[config.mk]
export PLATFORM = sky130hd
export DESIGN_NAME = btt_fill
export DESIGN_NICKNAME = d
export VERILOG_FILES = /design/src/hdl/btt_pkg.sv /design/src/hdl/btt_fill.sv
export SDC_FILE = /design/constraint.sdc
export NUM_CORES = 1
export LEC_CHECK = 0
export BUFFER_PORTS_ARGS = -buffer_cell sky130_fd_sc_hd__buf_4
export CAP_MARGIN = 10
export CELL_PAD_IN_SITES_DETAIL_PLACEMENT = 0
export CELL_PAD_IN_SITES_GLOBAL_PLACEMENT = 1
export CORE_ASPECT_RATIO = 1.5
export CORE_MARGIN = 8
export CORE_UTILIZATION = 47
export DETAILED_ROUTE_END_ITERATION = 6
export MAX_ROUTING_LAYER = met4
export PLACE_DENSITY_LB_ADDON = 0.3
export SLEW_MARGIN = 15
export SYNTH_ARGS = -nofsm -noshare
export SYNTH_HDL_FRONTEND = slang
export SYNTH_SLANG_ARGS = --single-unit
[constraint.sdc]
create_clock -name clk -period 5.28 [get_ports clk]
set_input_delay 0.528 -clock clk [delete_from_list [all_inputs] [get_ports clk]]
set_output_delay 0.528 -clock clk [all_outputs]
set_load 0.01 [all_outputs]
[src/hdl/btt_pkg.sv]
`timescale 1ns / 1ps
package btt_pkg;
  localparam int DEF_BUCKETS = 4096;
  localparam int DEF_WAYS = 4;
  localparam int TAG_W = 34;
  localparam logic [2:0] OP_WRITE = 3'd0;
  localparam logic [2:0] OP_PROBE = 3'd1;
  localparam logic [2:0] OP_NEWGEN = 3'd2;
  localparam logic [2:0] OP_CLRFILL = 3'd3;
  localparam logic [2:0] OP_CLRTAB = 3'd4;
  localparam logic [2:0] OP_SPARE_LO = 3'd5;
  localparam logic [2:0] OP_SPARE_HI = 3'd7;
  localparam logic [1:0] BK_EXACT = 2'd0;
  localparam logic [1:0] BK_LOWER = 2'd1;
  localparam logic [1:0] BK_UPPER = 2'd2;
  localparam logic [1:0] BK_NONE = 2'd3;

  typedef struct packed {
    logic [TAG_W-1:0] tag;
    logic [7:0]       depth;
    logic [1:0]       bound;
    logic [15:0]      score;
    logic [15:0]      move;
    logic [7:0]       age;
  } entry_t;
endpackage

[src/hdl/btt_fill.sv]
`timescale 1ns / 1ps
// fill permille: floor(count * 1000 / ENTRIES) as one multiply by a scaled reciprocal,
// exact for every count from 0 to ENTRIES; result valid the cycle after start
module btt_fill import btt_pkg::*; #(
  parameter int ENTRIES = DEF_BUCKETS * DEF_WAYS,
  parameter int CNT_W = $clog2(DEF_BUCKETS * DEF_WAYS + 1)
) (
  input  logic             clk,
  input  logic             rst,
  input  logic             start,
  input  logic [CNT_W-1:0] count,
  output logic             done,
  output logic [9:0]       permille
);
  localparam int SH = CNT_W + $clog2(ENTRIES);
  localparam int MW = CNT_W + 11;
  localparam int PW = CNT_W + MW;
  localparam logic [63:0] RECIP =
    ((64'd1000 << SH) + 64'(ENTRIES) - 64'd1) / 64'(ENTRIES);
  localparam logic [MW-1:0] MUL = MW'(RECIP);
  logic [PW-1:0] prod;

  assign permille = prod[SH+9:SH];

  always_ff @(posedge clk) begin
    if (rst) begin
      done <= 1'b0;
      prod <= '0;
    end else begin
      done <= start;
      if (start) prod <= {{MW{1'b0}}, count} * {{CNT_W{1'b0}}, MUL};
    end
  end
endmodule

==> flow_summary.yaml <==
outcome:
  outcome: "complete, no violations"
power:
  pwr-share-seq_pct: 8.7
  p_per_area_nw_per_um2: 465
  p_sw_share_pct: 51.2
  vdd_drop_max_v: 0.000255
  p_leak_uw: 0.00158
  p_int_uw: 692
  p_clk_share_pct: 6.2
  combPwrFrac_pct: 85.1
  power_switching_uw: 725
grt:
  grt_use_total_pct: 15.0
  first_global_vias: 2260
  antenna_found_initial: 0
  grt-ovfl-total: 0
  grt_max_degree: 25
  grt_use_met2_pct: 30.2
  gr-usage-met3_pct: 1.39
  top_usage_layer: "met2"
  met1_usage_pct: 14.8
  grt_pass1_wl_mm: 10.1
floorplan:
  rows: 34
  pin_count: 29
  core_um2: 5700
  dieArea_um2: 8560
  die_w_um: 78.3
  fp.dieH_um: 109
  initial_core_util_pct: 48.0
clock_network:
  cts_buffers: 3
  cts.hold.buffers_added: 0
  clk_pin_slew_ns: 0.06
  cts_sinks: 11
  h-tree-depth: 1
  clock_path_buffers: 2
  cts_resized: 0
  cts_tree: "yes"
  clk_latency_ns: 0.24
  root_buffer: "clkbuf_8"
  cts_setup_buffers: 0
yosys:
  async_reset_ff_share_pct: 0
  synth-seq-cells: 11
  yosysTopAreaCell: "fa_1"
  synth_top_family_by_area: "adder cells"
  synth_edf_count: 0
  synth_compound_area_share_pct: 11.6
  yosysMostFrequentCell: "inv_1"
  seq_area_frac_synth_pct: 8.05
  synth_fa_ha_area_share_pct: 56.5
  synthesis.nets: 394
  ys_top_cells_by_area: "fa_1 36%, ha_1 21%, inv_1 10%"
  yosysTopAreaCellShare_pct: 35.9
  synthSimpleGateAreaFrac_pct: 10.7
  synthCells: 282
  synth-xor-area-share_pct: 1.60
  netlist_area_um2: 2730
  synth_common_cells: "73 x inv_1, 49 x fa_1, 45 x ha_1"
  synth_cell_type_count: 45
  synth.avg_cell_area_um2: 9.69
  yosys_warnings: 0
  ys.flop_type: "dfxtp_1"
  synth.mux.area_fraction_pct: 0.366
detailed_routing:
  antenna_left: 0
  firstDrtPassIters: 4
  detail_route.wirelength_mm: 5.72
  vias_per_cell: 5.28
  vias: 2007
  drc: 0
  drtIter0Drc: 29
  detail_route.wl_per_cell_um: 15.0
worst_setup_path:
  worstPathArrival_ns: 4.76
  rr_startpoint: "prod[37]$_SDFFE_PP0P_"
  critical_path_required_ns: 5.42
  crit_top_cell: "fa_1"
  crit_slowest_cell: "fa_1"
  r2r_cells: 2
  path_cells: "buf_4 > inv_1 > fa_1 > fa_1 > fa_1 > fa_1 > inv_1 > ha_1 > and4_2 > nor4bb_1 > a32oi_1 > a21boi_1 > or3_1 > a31o_1"
  worstSetupPathType: "in -> reg"
  r2r-end: "prod[37]$_SDFFE_PP0P_"
  ff2ff_setup_slack_ns: 4.33
  worst-path-max-fanout: 7
  endpoint_kind: "flip-flop"
  worstSetupStartpointType: "input port"
  cp.buffers_inverters: 3
  path_delay_family: "adder cells"
  critPathMaxStageDelay_ns: 0.54
sta:
  finalCriticalPeriod_ns: 4.62
  final_hold_viol_count: 0
  final.period_utilization_pct: 87.6
  worst_pin_slew_ns: 0.404
  finalSetupViolations: 0
  grt_setup_unrepaired: "no"
  finClkSkew_ns: 0
  clock.fmax_mhz: 216
  max-slew-margin-rel_pct: 72.8
  slew_violations: 0
  fin_tns_setup_ns: 0
place:
  place_hpwl_mm: 5.09
  io_buffers: 28
  place_congestion: 0.788
  post_dp_cell_area_um2: 3000
layout:
  nets: 421
  nFillCells: 550
  antenna-diode-count: 0
  fin_area_um2: 3050
  drive_gt1_share_pct: 11.4
  area_delta_synth_final_pct: 11.5
run:
  drv_cap: 0
hold_path:
  hold-path-endpoint: "prod[29]$_SDFFE_PP0P_"
  holdCritPathClass: "reg -> reg"
  worstHoldPathCells: 2
  holdCritStartpoint: "prod[29]$_SDFFE_PP0P_"
-- through the flow --
step	hold WS [ns]	setup WS (ns)	std cells	util (%)	total power (uW)
detailed placement	0.482	0.410	376	52.7	1340
CTS	0.496	0.662	380	53.5	1440
floorplan	0.493	0.803	282	-	1040
global placement	0.467	0.482	376	52.7	1330
finish	0.494	0.657	380	53.5	1420
global route	0.526	0.436	380	53.5	1620
-- registers in the layout, summed over array words and instances (netlist names) --
name  flops
done      1
prod     10
-- power by group through the flow --
stage	sequential, uW	clock, uW	combinational [uW]
after global routing	125	92.2	1400
final	123	88.2	1210
after floorplan	134	0	911
after detailed placement	125	0	1220
after CTS	123	88.1	1230
after global placement	124	0	1210
-- cell families after synthesis --
| group | Yosys count |
|---|---|
| adders and majority gates | 94 |
| buffers and inverters | 79 |
| and+or+nand+nor | 48 |
| AOI/OAI and AO/OA | 44 |
| DFF | 11 |
| xor gates and xnor gates | 5 |
| muxes | 1 |
-- worst register-to-register path, stage by stage, from the launching register on --
cell and delay, ns:
dfxtp_1 0.33, or3b_2 0.44, o311ai_1 0.09
-- worst max-delay path by stage --
| stage | endpoint | depth (start not counted) | from | slack [ns] |
|---|---|---|---|---|
| after floorplan | prod[35]$_SDFFE_PP0P_ | 15 | count[9] | 0.80 |
| after global placement | prod[35]$_SDFFE_PP0P_ | 16 | count[8] | 0.48 |
| after detailed placement | prod[35]$_SDFFE_PP0P_ | 16 | count[8] | 0.41 |
| after CTS | prod[35]$_SDFFE_PP0P_ | 16 | count[8] | 0.66 |
| after global routing | prod[35]$_SDFFE_PP0P_ | 16 | count[8] | 0.44 |
| final | prod[35]$_SDFFE_PP0P_ | 14 | count[7] | 0.66 |
-- metal layers --
metal  part of all wire [%]  vias up
met2                     59       20
met4                    2.0        0
met3                    1.9        9
met1                     37      998
li1                       -      980
met5                      0        -
-- placed cells by master, fill, tap and decap left out, types with 2 or more instances in the layout --
master,count
inv_1,73
fa_1,49
ha_1,45
buf_4,28
dfxtp_1,11
nand2_1,10
nor2_1,9
a21oi_1,8
a21o_1,7
o21ai_0,6
a211o_1,4
nor3b_1,4
xnor2_1,4
or4b_1,3
nand4b_1,3
o311ai_0,3
clkbuf_8,3
a31oi_1,2
nor4b_1,2
nand3_1,2
and2_1,2
a221o_1,2
a221oi_1,2
o311ai_1,2
or3_1,2
nand3b_1,2
a211oi_1,2
-- area by class of cell --
type                    count  area [um^2]  share of cell area [%]
multi-input cells         192         2210                    72.5
repair buffers             28          210                    6.90
flip-flops and latches     11          220                    7.22
well taps                  72         90.1                    2.96
clock buffers               4         45.0                    1.48
inverters                  73          274                    8.99
(Power assumes the default switching activity.)
